**src/rtl/core/vertex_matrix_transform_assert.svh**
```systemverilog
// ----------------------------------------------------------------------------
// Vertex matrix transform assertion macros
// Concurrent checks, removed when NO_ASSERTIONS is defined.
// ----------------------------------------------------------------------------
`ifndef VERTEX_MATRIX_TRANSFORM_ASSERT_SVH
`define VERTEX_MATRIX_TRANSFORM_ASSERT_SVH
`ifndef NO_ASSERTIONS
`define VMT_ASSERT_SAME(label, clk, rst, pre, post) \
  label: assert property (@(posedge clk) disable iff (rst) (pre) |-> (post)) \
    else $error("vertex_matrix_transform check failed");
`define VMT_ASSERT_NEXT(label, clk, rst, pre, post) \
  label: assert property (@(posedge clk) disable iff (rst) (pre) |=> (post)) \
    else $error("vertex_matrix_transform check failed");
`else
`define VMT_ASSERT_SAME(label, clk, rst, pre, post)
`define VMT_ASSERT_NEXT(label, clk, rst, pre, post)
`endif
`endif

```
**src/rtl/core/vmt_pkg.sv**
```systemverilog
// ----------------------------------------------------------------------------
// Vertex matrix transform package
// Word types, matrix entry access and divider pipeline types.
// ----------------------------------------------------------------------------
package vmt_pkg;

  localparam int ROW_W     = 64;
  localparam int ENT_W     = 16;
  localparam int COORD_W   = 32;
  localparam int PROD_W    = COORD_W + ENT_W;
  localparam int ACC_W     = 51;
  localparam int AW        = ACC_W;
  localparam int Q_W       = 32;
  localparam int FRAC_W    = 16;
  localparam int DIR_SHIFT = 12;
  localparam int CFG_IDX_W = 8;

  localparam logic [CFG_IDX_W-1:0] REG_ROW0 = 8'd0;
  localparam logic [CFG_IDX_W-1:0] REG_ROW1 = 8'd1;
  localparam logic [CFG_IDX_W-1:0] REG_ROW2 = 8'd2;
  localparam logic [CFG_IDX_W-1:0] REG_ROW3 = 8'd3;

  localparam logic [ROW_W-1:0] ROW0_RST = 64'h0000_0000_0000_1000;
  localparam logic [ROW_W-1:0] ROW1_RST = 64'h0000_0000_1000_0000;
  localparam logic [ROW_W-1:0] ROW2_RST = 64'h0000_1000_0000_0000;
  localparam logic [ROW_W-1:0] ROW3_RST = 64'h1000_0000_0000_0000;

  localparam logic signed [COORD_W-1:0] Q_MAX = 32'sh7FFF_FFFF;
  localparam logic signed [COORD_W-1:0] Q_MIN = 32'sh8000_0000;

  typedef logic [ROW_W-1:0] row_t;
  typedef logic signed [ENT_W-1:0] ent_t;
  typedef logic signed [COORD_W-1:0] coord_t;
  typedef logic signed [PROD_W-1:0] prod_t;
  typedef logic signed [ACC_W-1:0] acc_t;

  typedef struct packed {
    logic   op;
    coord_t in_x;
    coord_t in_y;
    coord_t in_z;
  } vmt_in_t;

  typedef struct packed {
    coord_t out_x;
    coord_t out_y;
    coord_t out_z;
    logic   w_zero;
    logic   saturated;
  } vmt_out_t;

  typedef struct packed {
    logic               use_fix;
    logic [Q_W-1:0]     fix_val;
    logic               fix_clip;
    logic               neg;
    logic               ovf;
    logic [AW-1:0]      rem;
    logic [FRAC_W-1:0]  nb;
    logic [Q_W-1:0]     q;
  } vmt_lane_t;

  typedef struct packed {
    vmt_lane_t [2:0] lane;
    logic [AW-1:0]   den;
    logic            w_zero;
  } vmt_div_t;

  function automatic ent_t mat_entry(row_t row, logic [1:0] col);
    return row[ENT_W*col +: ENT_W];
  endfunction

endpackage

```
**src/rtl/core/vmt_out.sv**
```systemverilog
// ----------------------------------------------------------------------------
// Vertex matrix transform output stage
// Sign restore, saturation and the output word register.
// ----------------------------------------------------------------------------
module vmt_out (
  input  logic              clk,
  input  logic              en,
  input  vmt_pkg::vmt_div_t d_in,
  output vmt_pkg::vmt_out_t res
);
  import vmt_pkg::*;

  logic [Q_W-1:0] val [3];
  logic [2:0]     clip;
  logic [Q_W-1:0] limit;

  always_comb begin
    limit = '0;
    for (int l = 0; l < 3; l++) begin
      limit = d_in.lane[l].neg ? Q_MIN : Q_MAX;
      if (d_in.lane[l].use_fix) begin
        val[l]  = d_in.lane[l].fix_val;
        clip[l] = d_in.lane[l].fix_clip;
      end else if (d_in.lane[l].ovf || (d_in.lane[l].q > limit)) begin
        val[l]  = d_in.lane[l].neg ? Q_MIN : Q_MAX;
        clip[l] = 1'b1;
      end else begin
        val[l]  = d_in.lane[l].neg ? Q_W'(-d_in.lane[l].q) : d_in.lane[l].q;
        clip[l] = 1'b0;
      end
    end
  end

  always_ff @(posedge clk) begin
    if (en) begin
      res.out_x     <= val[0];
      res.out_y     <= val[1];
      res.out_z     <= val[2];
      res.w_zero    <= d_in.w_zero;
      res.saturated <= |clip;
    end
  end

endmodule

```
**config.mk**
```make
export PLATFORM = sky130hd
export DESIGN_NAME = vmt_out
export DESIGN_NICKNAME = d
export VERILOG_FILES = /design/src/rtl/core/vertex_matrix_transform_assert.svh /design/src/rtl/core/vmt_pkg.sv /design/src/rtl/core/vmt_out.sv
export SDC_FILE = /design/constraint.sdc
export NUM_CORES = 1
export LEC_CHECK = 0
export BUFFER_PORTS_ARGS = -buffer_cell sky130_fd_sc_hd__buf_2
export CORE_AREA = 4 4 215 217
export DETAILED_ROUTE_END_ITERATION = 10
export DIE_AREA = 0 0 219 221
export PLACE_DENSITY = 0.55
export SETUP_SLACK_MARGIN = 0.05
export SYNTH_ARGS = -nofsm -noshare
export SYNTH_HDL_FRONTEND = slang
export SYNTH_SLANG_ARGS = --single-unit
export TNS_END_PERCENT = 50
```
**constraint.sdc**
```tcl
create_clock -name clk -period 4.3 [get_ports clk]
set_clock_uncertainty 0.15 [all_clocks]
set_input_delay 0.86 -clock clk [delete_from_list [all_inputs] [get_ports clk]]
set_output_delay 0.86 -clock clk [all_outputs]
set_load 0.02 [all_outputs]
```
==> impl_results.md, run 1 <==
* DR vias at roughly 11000
* I/O pin cnt at about 560
* M3 GR Usage at under 10%
* Largest net degree at the start of global routing at 85
* # placed instances at slightly above 2000
* CP startpoint kind: input port
* Syn Inst Count at between 1000 and 1500
* Synth Area per Inst at ~8.5 um2
* Layout area overhead at 26.8%
* Final WL at 39.9 mm
* Most frequent cells in the layout: buf_2 (303), nor3_1 (130), ha_1 (99)
* Chip Height at around 220 um
* Pre-Repair DR Iteration Count at 5
* DRC Markers at 0
* Clk sink count at 98
* Cell taking the most area after synthesis: edfxtp_1
* Clock transition at path regs at roughly 70 ps
* CP Class: in -> reg
* Static Leak at approximately 4.9 nW
* Top cells by area, synth: edfxtp_1 (30%), ha_1 (13%), nor3_1 (6.7%)
* Die width at approximately 220 um
* Ys async rst share at 0%
* RSZ-0062 raised after global routing: false
* Grt total ovfl at 0
* Design Power at 3.13 mW
* Final GP Congestion at 0.872
* Synth warn at 0
* Critical Path End Type: register
* Post-synth EDFFs at a little under 100
* Maximum buffer depth of the clock tree at 2
* Worst-margin pin slew at about 1200 ps
* Vias in the first global route at 10370
* Seq/Total Area, Yosys at 30.1%
* Die area at between 40000 and 50000 um2
* Peak supply drop at about 0.00015 V
* GR peak layer: met2
* Via density at between 5 and 6
* Critical Path RT at 4290 ps
* # H-tree levels at 3
* Flops & latches, synth at 98
* Initial drt markers at between 800 and 900
* Core area at roughly 44000 um2
* Max Clock Freq at about 260 MHz
* Row count at 77
* Worst Hold Class: in -> reg
* Area of the multi-input gates at ~6300 um2
* Regs by FF count: res: 98 flops
* Status: complete, no violations
* Mapped cell area at 9790 um2
* Worst Path Arrival at between 3000 and 4000 ps
* Commonest non-fill, non-tap cell in the layout: buf_2
* Share of cells above drive strength 1 at a little over a quarter
* Worst-path fanout max at 25
* Unique masters post-synth at 70
* Post-Syn Nets at around 1700
* Final TNS setup at 0 ps
* Cts bufs inserted at 9
* Met2 Track Usage GR at a little under a quarter
* Top-area cell type share of the netlist area at 30.1%
* Layout Cells excl Fill at approximately 2000
* First-pass GRT wire length at between 60 and 70 mm
* Fin crit share at between 80% and 90%
* Register area at around 2900 um2
* Nets at 2005
* Final min period at roughly 3900 ps
* Slew Viols, Final at 0
* Gr usage total at 15.7%
* Fillers at 4849
* CTS tree: yes
* Max reg flops at slightly below 100
* CTS root buf: clkbuf_16
* Met1 GRT Util at between 20% and 30%
* Final-report setup violation count at 0
* Starting Density at roughly 22%
* Post-DP HPWL at about 31 mm
* Initial antenna violation count at 1
* Post-route ant nets at 0
* # Max-Cap Violations at 0
* Synth Flop Type: edfxtp_1
* Cell Pwr Density at approximately 250 nW/um2
* Final hold violations at 0
* Routed WL per cell at approximately 20 um
* I/O Buffers at approximately 300
* Largest Register: res
* Max_slew headroom at between 20% and 30%
## cells in the mapped netlist (11+ instances only)
master and instances:
nor3_1 131, a32oi_1 11, nand4b_1 11, a41oi_1 11, nor2_1 55, nor2b_1 11
or4_1 16, a211oi_1 56, nand4_1 37, inv_1 42, or3_1 27, nand2_1 88
o21ai_0 61, and3_1 12, edfxtp_1 98, ha_1 99, a31oi_1 15, clkbuf_1 59
mux2i_1 12, nand3_1 32, a21o_1 17, o221ai_1 22, a21oi_1 70, o211ai_1 13
nor4_1 29
## report_power, final
part	total [mW]	internal [mW]	switching, mW
combinational	1.07	0.378	0.692
sequential	1.21	1.18	0.0303
clock	0.858	0.450	0.408
total	3.13	2.00	1.13
## layer usage
metal	share of wire [%]	wire length, um
met1	45	17900
met2	44	17600
met3	8.6	3430
met4	2.6	1040
met5	0	0
## cell families after synthesis
| group | share of synthesized area, % |
|---|---|
| buffers and inverters | 5.37 |
| flip-flops | 30.1 |
| AO/OA/AOI/OAI | 23.4 |
| XOR/XNOR | 0.179 |
| AND/OR/NAND/NOR | 26.3 |
| adder cells (fa/ha/maj) | 12.7 |
| multiplexers | 2.03 |
## worst max-delay path, cell delays in order
cell,delay (ps)
buf_2,120
clkinv_1,200
buf_4,250
ha_1,280
nand4_1,100
nor4_1,320
buf_4,190
and2_1,140
o221ai_1,200
a21oi_4,280
buf_4,330
buf_4,240
a211oi_1,120
buf_4,190
## metrics by stage
step                worst slack (ps)  instance area, um2  utilization (%)  hold WS (ps)
floorplan                        110                9790                -           809
global placement                -136               12100             27.5           894
detailed placement              -198               12100             27.5           896
CTS                              226               12400             28.1           472
global route                     205               12400             28.1           476
finish                           446               12400             28.1           512
## final cells by class
| class | count | area share, % |
|---|---|---|
| Antenna cell | 1 | 0.0202 |
| Clock inverter | 7 | 0.524 |
| Clock buffer | 9 | 1.81 |
| Timing Repair Buffer | 355 | 15.6 |
| Multi-Input combinational cell | 939 | 51.1 |
| Tap cell | 592 | 5.96 |
| Sequential cell | 98 | 23.7 |
| Inverter | 44 | 1.33 |
## timing repair
action / CTS / global route
gates resized for setup: 0 / 1
hold buffers: 0 / 0
buffers inserted: 0 / 0
endpoints found under the setup margin: 0 / 1
## final timing paths
check             endpoint  cells after the start  slack [ps]       from
setup / recovery   res[80]                     14         450  d_in[152]
hold / removal      res[1]                      1         510    d_in[0]
Power figures use the tool's default switching activity.
==> run 2, diff against run 1 <==
Settings changed: GPL_TIMING_DRIVEN from default to 0, REMOVE_ABC_BUFFERS from default to 1.
==> run 2 against run 1 <==
Final cell count decreased by 1.6%. Routed wire length grew 5.1%. Utilization fell by 0.057 points. Critical path depth down 2. First-iteration DRC count down 5.7%. Critical path type unchanged.
==> impl_results.md, run 2 (synthesis gave the netlist of run 1 again) <==
* Cell Pwr Density at approximately 250 nW/um2
* CP Cell Sequence: buf_12 > clkinvlp_4 > ha_1 > nand4_1 > nor4_2 > and2_1 > a21oi_1 > nor3_4 > buf_8 > nor3_4 > buf_6 > a211oi_1
* Chip Height at approximately 220 um
* Peak supply drop at roughly 0.00016 V
* Nets at between 1500 and 2000
* Worst path most repeated cell: nor3_4
* I/O pin cnt at between 500 and 600
* Layout Cells excl Fill at slightly above 2000
* Layout Utilization at between 20 and 30%
* Final min period at 4040 ps
* Starting Density at 22.2%
* Fillers at about 4900
* Regs by FF count: res: 98 flops
* Final GP Congestion at roughly 0.86
* Initial drt markers at approximately 830
* Slowest CP cell: a211oi_1
* Clock transition at path regs at around 70 ps
* Final WL at between 40 and 50 mm
* Fin crit share at between 90% and 100%
* Worst-margin pin slew at 1340 ps
* Critical Path RT at 4250 ps
* Sequential fraction of design power at around two fifths
* CP peak stage delay at 460 ps
* Worst path bufs/invs at 4
* First-pass GRT wire length at 62.7 mm
* Routed WL per cell at roughly 21 um
* Layout area overhead at 26.6%
* Hold_sp: d_in[0]
* Max reg flops at between 90 and 100
* Net Switching at 1.17 mW
* Slew Viols, Final at 0
* Delay-heaviest family, CP: simple AND/OR/NAND/NOR gates
* Largest net degree at the start of global routing at 89
* Post-DP HPWL at 31.5 mm
* Final-report setup violation count at 0
* Most frequent cells in the layout: buf_2 (300), nor3_1 (129), ha_1 (99)
* Final WS setup at 259 ps
* Clk pwr share at between 20% and 30%
* Status: complete, no violations
* Worst hold stages at 1
* Via density at between 5 and 6
* CP Class: in -> reg
* CP startpoint kind: input port
* CTS tree: yes
* Gr usage total at 16.7%
* Internal power at between 1.5 and 2 mW
* Clk sink count at just under 100
* Worst-path fanout max at 84
* Row count at 77
* RSZ-0062 raised after global routing: true
* Largest Register: res
* Core area at 44100 um2
* I/O Buffers at between 300 and 400
* Maximum buffer depth of the clock tree at 2
* Diode count at 0
* Commonest non-fill, non-tap cell in the layout: buf_2
* Design Power at between 3 and 4 mW
* Pre-Repair DR Iteration Count at 5
* Hold Path End: res[1]
* Max Clock Freq at around 250 MHz
* Vias in the first global route at around 10000
* Worst Hold Class: in -> reg
* Gate power share at between 30% and 40%
* # Max-Cap Violations at 0
* Share of cells above drive strength 1 at between 20% and 30%
* Cts bufs inserted at 9
* Die width at between 200 and 250 um
* Place WS at -2620 ps
* Grt total ovfl at 0
* # H-tree levels at 3
* Worst Path Arrival at approximately 4000 ps
* Initial antenna violation count at 3
* DR vias at around 11000
* Post-route ant nets at 0
* Die area at slightly below 50000 um2
* # placed instances at about 2000
* Sw Share at a little under two fifths
* CTS root buf: clkbuf_16
* Static Leak at ~4.8 nW
* DRC Markers at 0
* Critical Path End Type: register
* Final hold violations at 0
* Max_slew headroom at between 10 and 15%
==> run 2: cell count changes in the layout (fill, tap and decap cells not counted), sizes merged <==
| cell | delta |
|---|---|
| clkbuf | +1 |
| bufinv | -1 |
| buf | -32 |
| diode | -1 |
| clkinv | -2 |
| clkinvlp | +3 |
==> run 2: how the worst max path moves through the flow <==
stage / startpoint / to / slack (ps) / depth (start not counted)
after detailed placement: d_in[422] / res[7] / -2620 / 9
final: d_in[287] / res[59] / 260 / 12
after CTS: d_in[152] / res[91] / 90 / 12
after global placement: d_in[152] / res[69] / -7100 / 10
after floorplan: d_in[152] / res[68] / -1050 / 9
after global routing: d_in[60] / res[83] / 40 / 8
==> run 2: layout make-up <==
type                       instances  area, um2  area share, %
clock buffer                      10        229           1.85
clock inverter                     6       42.5          0.343
inverter                          44        184           1.48
multi-input combinational        939       6460           52.1
sequential                        98       2940           23.7
tap                              592        741           5.98
timing repair buffer             323       1790           14.4
timing repair inverter             1       5.00         0.0404
==> run 2: what timing repair did <==
item                                   4_1_cts  5_1_grt
gates resized for setup                     29        8
buffers inserted                            10        2
hold buffers                                 0        0
pin swaps                                    2        1
gates cloned                                 1        0
setup endpoints to repair                   97       43
endpoints found under the hold margin        0        0
==> run 2: power by group through the flow <==
stage | clock, mW | sequential, mW | combinational, mW
after floorplan | 0 | 1.35 | 0.387
after global placement | 0 | 1.22 | 1.03
after detailed placement | 0 | 1.22 | 1.07
after CTS | 0.875 | 1.20 | 1.10
after global routing | 0.902 | 1.21 | 1.20
final | 0.817 | 1.20 | 1.10
==> run 2: per-stage QoR <==
step	cell area [um2]	hold WS (ps)	TNS (ps)
after detailed placement	11900	894	-209150
after global placement	11700	895	-417630
final	12400	512	0
after floorplan	9430	809	-31750
after CTS	12300	470	0
after global routing	12400	472	0
==> run 2: per-layer routing <==
| layer | part of all wire (%) | GRT usage, % | routed length (um) | vias to the layer above |
|---|---|---|---|---|
| met5 | 0.031 | 0 | 13 | - |
| met4 | 3.2 | 5.85 | 1350 | 2 |
| met3 | 6.2 | 3.90 | 2610 | 46 |
| met2 | 47 | 27.8 | 19900 | 392 |
| met1 | 43 | 21.1 | 18100 | 5190 |
| li1 | - | - | - | 5143 |
