<file path="config.mk">
export PLATFORM = sky130hd
export DESIGN_NAME = vmt_div_front
export DESIGN_NICKNAME = d
export VERILOG_FILES = /design/src/rtl/core/vertex_matrix_transform_assert.svh /design/src/rtl/core/vmt_pkg.sv /design/src/rtl/core/vmt_div_front.sv
export SDC_FILE = /design/constraint.sdc
export NUM_CORES = 1
export LEC_CHECK = 0
export BUFFER_PORTS_ARGS = -buffer_cell sky130_fd_sc_hd__buf_2
export CAP_MARGIN = 20
export CORE_AREA = 2 2 257 259
export DETAILED_ROUTE_END_ITERATION = 8
export DIE_AREA = 0 0 259 261
export PLACE_DENSITY = 0.57
export SLEW_MARGIN = 15
export SYNTH_ARGS = -nofsm -noshare
export SYNTH_HDL_FRONTEND = slang
export SYNTH_SLANG_ARGS = --single-unit
</file>
<file path="constraint.sdc">
create_clock -name clk -period 7.1 [get_ports clk]
set_clock_uncertainty 0.15 [all_clocks]
set_input_delay 1.065 -clock clk [delete_from_list [all_inputs] [get_ports clk]]
set_output_delay 1.065 -clock clk [all_outputs]
set_load 0.02 [all_outputs]
</file>
<file path="src/rtl/core/vertex_matrix_transform_assert.svh">
// ----------------------------------------------------------------------------
// Vertex matrix transform assertion macros
// Concurrent checks, removed when NO_ASSERTIONS is defined.
// ----------------------------------------------------------------------------
`ifndef VERTEX_MATRIX_TRANSFORM_ASSERT_SVH
`define VERTEX_MATRIX_TRANSFORM_ASSERT_SVH
`ifndef NO_ASSERTIONS
`define VMT_ASSERT_SAME(label, clk, rst, pre, post) \
  label: assert property (@(posedge clk) disable iff (rst) (pre) |-> (post)) \
    else $error("vertex_matrix_transform check failed");
`define VMT_ASSERT_NEXT(label, clk, rst, pre, post) \
  label: assert property (@(posedge clk) disable iff (rst) (pre) |=> (post)) \
    else $error("vertex_matrix_transform check failed");
`else
`define VMT_ASSERT_SAME(label, clk, rst, pre, post)
`define VMT_ASSERT_NEXT(label, clk, rst, pre, post)
`endif
`endif

</file>
<file path="src/rtl/core/vmt_pkg.sv">
// ----------------------------------------------------------------------------
// Vertex matrix transform package
// Word types, matrix entry access and divider pipeline types.
// ----------------------------------------------------------------------------
package vmt_pkg;

  localparam int ROW_W     = 64;
  localparam int ENT_W     = 16;
  localparam int COORD_W   = 32;
  localparam int PROD_W    = COORD_W + ENT_W;
  localparam int ACC_W     = 51;
  localparam int AW        = ACC_W;
  localparam int Q_W       = 32;
  localparam int FRAC_W    = 16;
  localparam int DIR_SHIFT = 12;
  localparam int CFG_IDX_W = 8;

  localparam logic [CFG_IDX_W-1:0] REG_ROW0 = 8'd0;
  localparam logic [CFG_IDX_W-1:0] REG_ROW1 = 8'd1;
  localparam logic [CFG_IDX_W-1:0] REG_ROW2 = 8'd2;
  localparam logic [CFG_IDX_W-1:0] REG_ROW3 = 8'd3;

  localparam logic [ROW_W-1:0] ROW0_RST = 64'h0000_0000_0000_1000;
  localparam logic [ROW_W-1:0] ROW1_RST = 64'h0000_0000_1000_0000;
  localparam logic [ROW_W-1:0] ROW2_RST = 64'h0000_1000_0000_0000;
  localparam logic [ROW_W-1:0] ROW3_RST = 64'h1000_0000_0000_0000;

  localparam logic signed [COORD_W-1:0] Q_MAX = 32'sh7FFF_FFFF;
  localparam logic signed [COORD_W-1:0] Q_MIN = 32'sh8000_0000;

  typedef logic [ROW_W-1:0] row_t;
  typedef logic signed [ENT_W-1:0] ent_t;
  typedef logic signed [COORD_W-1:0] coord_t;
  typedef logic signed [PROD_W-1:0] prod_t;
  typedef logic signed [ACC_W-1:0] acc_t;

  typedef struct packed {
    logic   op;
    coord_t in_x;
    coord_t in_y;
    coord_t in_z;
  } vmt_in_t;

  typedef struct packed {
    coord_t out_x;
    coord_t out_y;
    coord_t out_z;
    logic   w_zero;
    logic   saturated;
  } vmt_out_t;

  typedef struct packed {
    logic               use_fix;
    logic [Q_W-1:0]     fix_val;
    logic               fix_clip;
    logic               neg;
    logic               ovf;
    logic [AW-1:0]      rem;
    logic [FRAC_W-1:0]  nb;
    logic [Q_W-1:0]     q;
  } vmt_lane_t;

  typedef struct packed {
    vmt_lane_t [2:0] lane;
    logic [AW-1:0]   den;
    logic            w_zero;
  } vmt_div_t;

  function automatic ent_t mat_entry(row_t row, logic [1:0] col);
    return row[ENT_W*col +: ENT_W];
  endfunction

endpackage

</file>
<file path="src/rtl/core/vmt_div_front.sv">
// ----------------------------------------------------------------------------
// Vertex matrix transform divider front end
// Signs, magnitudes, overflow test and the results that need no divide.
// ----------------------------------------------------------------------------
module vmt_div_front (
  input  logic              clk,
  input  logic              en,
  input  vmt_pkg::acc_t     acc [4],
  input  logic              op_dir,
  output vmt_pkg::vmt_div_t stage
);
  import vmt_pkg::*;

  vmt_div_t      nxt;
  logic [AW-1:0] den_mag;
  logic [AW-1:0] num_mag;
  logic          w_is_zero;
  acc_t          sh;

  always_comb begin
    nxt       = '0;
    num_mag   = '0;
    sh        = '0;
    w_is_zero = (acc[3] == '0);
    den_mag   = acc[3][ACC_W-1] ? AW'(-acc[3]) : AW'(acc[3]);
    nxt.den    = den_mag;
    nxt.w_zero = !op_dir && w_is_zero;
    for (int l = 0; l < 3; l++) begin
      num_mag = acc[l][ACC_W-1] ? AW'(-acc[l]) : AW'(acc[l]);
      sh      = acc[l] >>> DIR_SHIFT;
      nxt.lane[l].neg = acc[l][ACC_W-1] ^ acc[3][ACC_W-1];
      nxt.lane[l].rem = num_mag >> FRAC_W;
      nxt.lane[l].nb  = num_mag[FRAC_W-1:0];
      nxt.lane[l].ovf = (num_mag >> FRAC_W) >= den_mag;
      nxt.lane[l].q   = '0;
      if (op_dir) begin
        nxt.lane[l].use_fix = 1'b1;
        if (sh > acc_t'(Q_MAX)) begin
          nxt.lane[l].fix_val  = Q_MAX;
          nxt.lane[l].fix_clip = 1'b1;
        end else if (sh < acc_t'(Q_MIN)) begin
          nxt.lane[l].fix_val  = Q_MIN;
          nxt.lane[l].fix_clip = 1'b1;
        end else begin
          nxt.lane[l].fix_val  = sh[Q_W-1:0];
          nxt.lane[l].fix_clip = 1'b0;
        end
      end else if (w_is_zero) begin
        // zero w: clip by sign of the numerator
        nxt.lane[l].use_fix  = 1'b1;
        nxt.lane[l].fix_clip = (acc[l] != '0);
        if (acc[l] == '0) begin
          nxt.lane[l].fix_val = '0;
        end else if (acc[l][ACC_W-1]) begin
          nxt.lane[l].fix_val = Q_MIN;
        end else begin
          nxt.lane[l].fix_val = Q_MAX;
        end
      end else begin
        nxt.lane[l].use_fix  = 1'b0;
        nxt.lane[l].fix_val  = '0;
        nxt.lane[l].fix_clip = 1'b0;
      end
    end
  end

  always_ff @(posedge clk) begin
    if (en) begin
      stage <= nxt;
    end
  end

endmodule

</file>
==> impl_results.md, run 1 <==
- Outcome: completed
- Max FFs per register: 311
- Worst-path cell chain: buf_2, or3_1, nor4_1, nand2_1, or4_1, or3_1, o21ai_0, xnor2_1, ha_1, nand4_1, nor2_1, a2111oi_0, a211oi_1
- Post-synth top area cell: edfxtp_1
- Final hold violation count: 0
- Leading cell type in the layout, fill and taps excluded: buf_2
- RSZ-0062 raised after global routing: false
- Synth async-reset ratio: 0%
- First-pass GRT wire length: roughly 100000 um
- Via density: 4.987
- CP Data Arrival Time: approximately 5500 ps
- Worst-path fanout max: 9
- Final wirelength: 72070 um
- Layout net count: 2476
- Top cell type's share of synthesized area: 50.48%
- Crit Path Category: in -> reg
- Setup Buffers After CTS: 0
- Data required time of the worst path: 7260 ps
- Chip Width: 259 um
- Biggest regs: stage x311
- Max-slew violations: 0
- Slew HR: 26.51%
- Number of H-tree levels: 2
- Number of synthesized flops with an enable pin: 311
- Fin crit period: 5354 ps
- Most frequent cells in the layout: 518 x buf_2, 311 x edfxtp_1, 182 x xnor2_1
- HP Class: in -> reg
- I/O Buffers: 519
- Dpl hpwl: between 50000 and 60000 um
- Die Ht: 261 um
- Synthesis-to-layout area growth: 23.52%
- Row Count: 94
- Wire per inst: 23.55 um
- Most frequent CP cell: or3_1
- Layout cells sized above 1: 28.60%
- WHS Path Cells: 1
- Met2 wire length: between 30000 and 40000 um
- Maximum clock path buffer count: 3
- F_max: 0.1868 GHz
- Post-synthesis sequential area ratio: 50.48%
- Met3 routed WL: 5264 um
- Worst slew pin tran: 1102 ps
- Max layer used: met5
- Vias in the first global route: 14570
- Synth Flop Type: edfxtp_1
- Initial Util: 28.45%
- Core area: between 60000 and 70000 um^2
- TritonCTS clock tree: done
- Max-Cap Viols: 0
- Synth area leaders: edfxtp_1 50%, xnor2_1 8.6%, ha_1 7.4%, buf_4 6.0%, o21ai_0 4.6%
- Largest net degree at the start of global routing: 152
- YS warnings: 0
- Netlist cell types: 60
- Clock Sinks: 311
- Io pins: roughly 660
- Nature of the critical path endpoint: flop
- CP peak stage delay: 720 ps
- Yosys reg bits: 311
- Crit start category: input pin
- GR Overflow Total: 0
- # DRC: 0
- Clk root buf: clkbuf_16
- Period utilization: 75.41%
- DRT Pass-1 Iters: 6
- Power Density: approximately 250 nW/um^2
- GRT Overall Usage: 20.23%
- Post_cts resized: 0
- Filler cells: 6532
- Post-Syn Instances: roughly 1700
- Clock Pin Slew Worst Setup and Hold Paths: around 70 ps
- Die Area: between 60000 and 70000 um^2
- Final setup vio count: 0
- Area of the multi-input gates: between 8000 and 9000 um^2
- DRT met1 WL: 29880 um
- Biggest register: stage
- DRT antenna net count: 0
- Setup TNS: 0 ps
- Total power: 5670 uW
- TritonCTS Buffers: 40
- Layout Utilization: 35.14%
- Hold-fix buffers, CTS: 0
- Mapped Avg Cell Area: roughly 11 um^2
- Worst path slowest cell: or4_1
- Mapped Area: between 15000 and 20000 um^2
- GP Congestion: between 0.8 and 0.9
- DRT iter0 DRCs: 1100
- Initial antenna violation count: 10
- Register area: 9339 um^2
- Leak: ~0.009 uW
- Worst vdd ir: 0.1482 mV
- Vias: between 15000 and 20000
path summary, 6_finish.rpt:
kind | slack, ps | end | start
worst max-delay path | 1750 | stage[421]$_DFFE_PP_ | acc[54]
worst min-delay path | 580 | stage[84]$_DFFE_PP_ | acc[153]
where the power goes:
part           switching [uW]  leakage [uW]  total, uW  internal, uW
clock                     854      0.000641       2090          1240
combinational             896       0.00535       1280           385
sequential               57.7       0.00303       2300          2240
total                    1810       0.00902       5670          3860
logic make-up after synthesis:
group / Yosys count / synth area share (%)
compound gates: 449 / 14.49
buf+inv: 267 / 8.562
mux: 1 / 0.05410
flops: 311 / 50.48
xor+xnor: 197 / 9.326
fa+ha+maj: 109 / 7.371
other cells: 1 / 0.02027
simple gates: 316 / 9.705
critical path: cells and delay by family:
kind	cells	cell delay [ps]
simple gates	7	2840
buf+inv	1	120
fa+ha+maj	1	320
compound gates	3	890
xor+xnor	1	280
Yosys cell counts, types with 2 or more instances:
library cell and n:
edfxtp_1 311, xnor2_1 182, o21ai_0 170, buf_4 147, a21oi_1 132, ha_1 109, nand2_1 60, inv_1 55
clkbuf_1 50, o31ai_1 49, nor2_1 40, o41ai_1 35, or4_1 31, or3_1 30, nand4_1 29, nor3_1 25
nand3_1 23, nand2b_1 16, nor4_1 15, xor2_1 15, a21o_1 14, a211oi_1 12, nor2b_1 11, or2_2 11
buf_1 6, buf_2 6, o21ai_1 6, a31oi_1 5, nand4b_1 4, o31a_1 4, a2111oi_0 3, and4_1 3
buf_6 3, nor3b_1 3, o211ai_1 3, o311ai_0 3, and2_1 2, nor4b_2 2, o22ai_1 2, o41ai_2 2
or3b_2 2, or4_4 2
per-stage QoR:
step	area [um^2]	setup slack [ps]	instances	hold WS (ps)
after detailed placement	21510	1211	2981	1131
after floorplan	19040	2114	1794	1014
after CTS	22830	1836	3055	543.6
after global placement	21490	1288	2980	1125
final	22850	1746	3060	581.3
after global routing	22850	1520	3059	555.8
layer usage:
layer  vias up  track usage (%)
li1       6960                -
met3       134            4.501
met5         -                0
met4        14            7.450
met1      7374            25.74
met2       777            33.70
cell type report:
cell class	count	area share, %
well taps	864	4.730
clock buffers	52	4.763
inverters	55	0.9088
flip-flops and latches	311	40.86
clock inverters	22	1.040
diodes	4	0.04380
multi-input cells	1216	35.59
repair buffers	536	12.06
No activity file was read; power rests on OpenSTA's default activity.
==> inputs of run 2 (changes only) <==
- CORE_AREA: 2 2 257 259 -> 2 2 259 261
- DIE_AREA: 0 0 259 261 -> 0 0 261 263
- PLACE_DENSITY: 0.57 -> 0.56
- clock period: 7.1 -> 5.2 ns (I/O delays scaled with it)
==> run 2 against run 1 <==
Compared with the run above: total power grew 39%; final cell count grew 1.6%; critical endpoint unchanged; die area grew 1.5%; combinational power grew 38%.
==> impl_results.md, run 2 (synthesized netlist as in run 1, its figures left out) <==
- Io pins: 664 (unchanged)
- Core area: 65630 um^2 (was 65040 um^2)
- Leading cell type in the layout, fill and taps excluded: buf_2 (unchanged)
- GP Congestion: 0.8751 (was 0.8926)
- GRT Overall Usage: 20.76% (was 20.23%)
- Maximum clock path buffer count: 3 (unchanged)
- Fin crit period: 4675 ps
- GR Overflow Total: 0 (unchanged)
- Final non-filler cell total: 3110 (was 3060)
- Final wirelength: 73920 um (was 72070 um)
- TritonCTS clock tree: done (unchanged)
- Via density: 4.912 (was 4.987)
- Net switching power: 2495 uW (was 1808 uW)
- Internal power: 5400 uW (was 3862 uW)
- Sequential power share: 39.7% (was 40.5%)
- Data required time of the worst path: 5440 ps (was 7260 ps)
- Biggest register: stage (unchanged)
- Initial Util: 28.19% (was 28.45%)
- Die Area: 68640 um^2 (was 67600 um^2)
- Post_cts resized: 0 (unchanged)
- Final setup vio count: 0 (unchanged)
- Placed Cells: 3028 (was 2981)
- Die Ht: 263 um (was 261 um)
- Synthesis-to-layout area growth: 25.85% (was 23.52%)
- Total power: 7895 uW (was 5670 uW)
- Worst-path cell chain: buf_2, or4_1, nor4b_2, nand3_1, or3_1, o41ai_1, xnor2_1, ha_1, nand4_1, nor3_1, o311ai_0, a31oi_1, o311ai_0, a211oi_1 (was buf_2, or3_1, nor4_1, nand2_1, or4_1, or3_1, o21ai_0, xnor2_1, ha_1, nand4_1, nor2_1, a2111oi_0, a211oi_1)
- CP peak stage delay: 560 ps (was 720 ps)
- F_max: 0.2139 GHz
- Period utilization: 89.90%
- Final hold violation count: 0 (unchanged)
- Worst hold slack: 280.2 ps (was 581.3 ps)
- I/O Buffers: 519 (unchanged)
- Number of H-tree levels: 2 (unchanged)
- Nature of the critical path endpoint: flop (unchanged)
- Row Count: 94 (unchanged)
- Vias: 15280 (was 15260)
- Crit start category: input pin (unchanged)
- Leak: 0.009278 uW (was 0.009018 uW)
- RSZ-0062 raised after global routing: false (unchanged)
- CP Data Arrival Time: 4910 ps (was 5510 ps)
- Comb power frac: 22.4% (was 22.6%)
- Chip Width: 261 um (was 259 um)
- Largest net degree at the start of global routing: 117 (was 152)
- DRT antenna net count: 0 (unchanged)
- First-pass GRT wire length: 103700 um (was 99550 um)
- Biggest regs: stage x311 (unchanged)
- Clk root buf: clkbuf_16 (unchanged)
- # DRC: 0 (unchanged)
- Crit Path Category: in -> reg (unchanged)
- TritonCTS Buffers: 40 (unchanged)
- Hold-fix buffers, CTS: 0 (unchanged)
- DRT Pass-1 Iters: 5 (was 6)
- Setup Buffers After CTS: 0 (unchanged)
- Layout cells sized above 1: 30.21% (was 28.60%)
- Area of the multi-input gates: 8143 um^2 (was 8134 um^2)
- Filler cells: 6647 (was 6532)
- Initial antenna violation count: 16 (was 10)
- Max-slew violations: 0 (unchanged)
- Clock Sinks: 311 (unchanged)
- Register area: 9339 um^2 (unchanged)
- Max-Cap Viols: 0 (unchanged)
- Clk pwr share: 37.8% (was 36.9%)
- Worst slew pin tran: 1069 ps (was 1102 ps)
- Layout net count: 2522 (was 2476)
- Power Density: 339.1 nW/um^2 (was 248.1 nW/um^2)
- Worst vdd ir: 0.1884 mV (was 0.1482 mV)
- HP Class: in -> reg (unchanged)
- Most frequent cells in the layout: 518 x buf_2, 311 x edfxtp_1, 182 x xnor2_1 (unchanged)
- Sw Ratio: 31.60% (was 31.89%)
- Slew HR: 28.74% (was 26.51%)
- Wire per inst: 23.77 um (was 23.55 um)
- DRT iter0 DRCs: 963 (was 1100)
- Most frequent CP cell: o311ai_0 (was or3_1)
- Worst path slowest cell: or4_1 (unchanged)
- Dpl hpwl: 57520 um (was 55490 um)
- Max FFs per register: 311 (unchanged)
- Outcome: completed (unchanged)
- Vias in the first global route: 14930 (was 14570)
- Worst-path fanout max: 6 (was 9)
- Clock Pin Slew Worst Setup and Hold Paths: 60 ps (was 70 ps)
run 2: changes by cell type in the layout (fill, tap and decap cells not counted), moves of 2 or more:
| cell | before | now |
|---|---|---|
| diode_2 | 4 | 8 |
| inv_6 | 0 | 4 |
| clkbuf_1 | 10 | 3 |
| buf_4 | 14 | 61 |
| clkinv_1 | 4 | 8 |
| clkinv_2 | 8 | 5 |
| clkinvlp_4 | 3 | 5 |
| buf_6 | 2 | 0 |
| bufinv_16 | 4 | 7 |
run 2: final cells by class:
cell class,instances,share of cell area [%]
Clock inverter,30,1.505
Clock buffer,44,4.455
Inverter,55,0.8920
Tap cell,864,4.643
Antenna cell,8,0.08598
Multi-Input combinational cell,1216,34.97
Sequential cell,311,40.11
Timing Repair Buffer,582,13.34
run 2: worst paths after layout:
kind	startpoint	endpoint	slack (ps)	cells after the start
setup / recovery	acc[69]	stage[421]$_DFFE_PP_	530	14
hold / removal	acc[102]	stage[219]$_DFFE_PP_	280	1
run 2: worst max-delay path, delay by kind of cell:
kind                     cells  cell delay (ps)
AO/OA/AOI/OAI                5             1310
XOR/XNOR                     1              170
adder cells (fa/ha/maj)      1              330
buffers and inverters        1              130
AND/OR/NAND/NOR              6             2180
run 2: per-stage QoR:
step                setup TNS [ps]  cell area, um^2  setup slack, ps  utilization, %
floorplan                        0            19040            498.6               -
CTS                              0            23250            539.5           35.43
finish                           0            23280            525.3           35.48
global placement                 0            21870            39.23           33.32
global route                     0            23280            200.9           35.47
detailed placement          -14.52            21870           -14.52           33.32
run 2: metal layers:
layer | track usage, % | part of all wire, % | wire, um | up-vias
met4 | 7.770 | 3.7 | 2723 | 14
met1 | 26.20 | 42 | 30810 | 7444
met3 | 4.208 | 6.5 | 4817 | 118
li1 | - | - | - | 7046
met5 | 0 | 0.13 | 95 | -
met2 | 34.85 | 48 | 35480 | 654
run 2: power by group through the flow:
stage	Sequential, uW	Combinational (uW)	Clock (uW)
2_1_floorplan	3490	740	0
3_3_place_gp	3190	1750	0
3_5_place_dp	3190	1780	0
4_1_cts	3140	1780	3060
5_1_grt	3160	1920	3150
6_report	3140	1770	2990
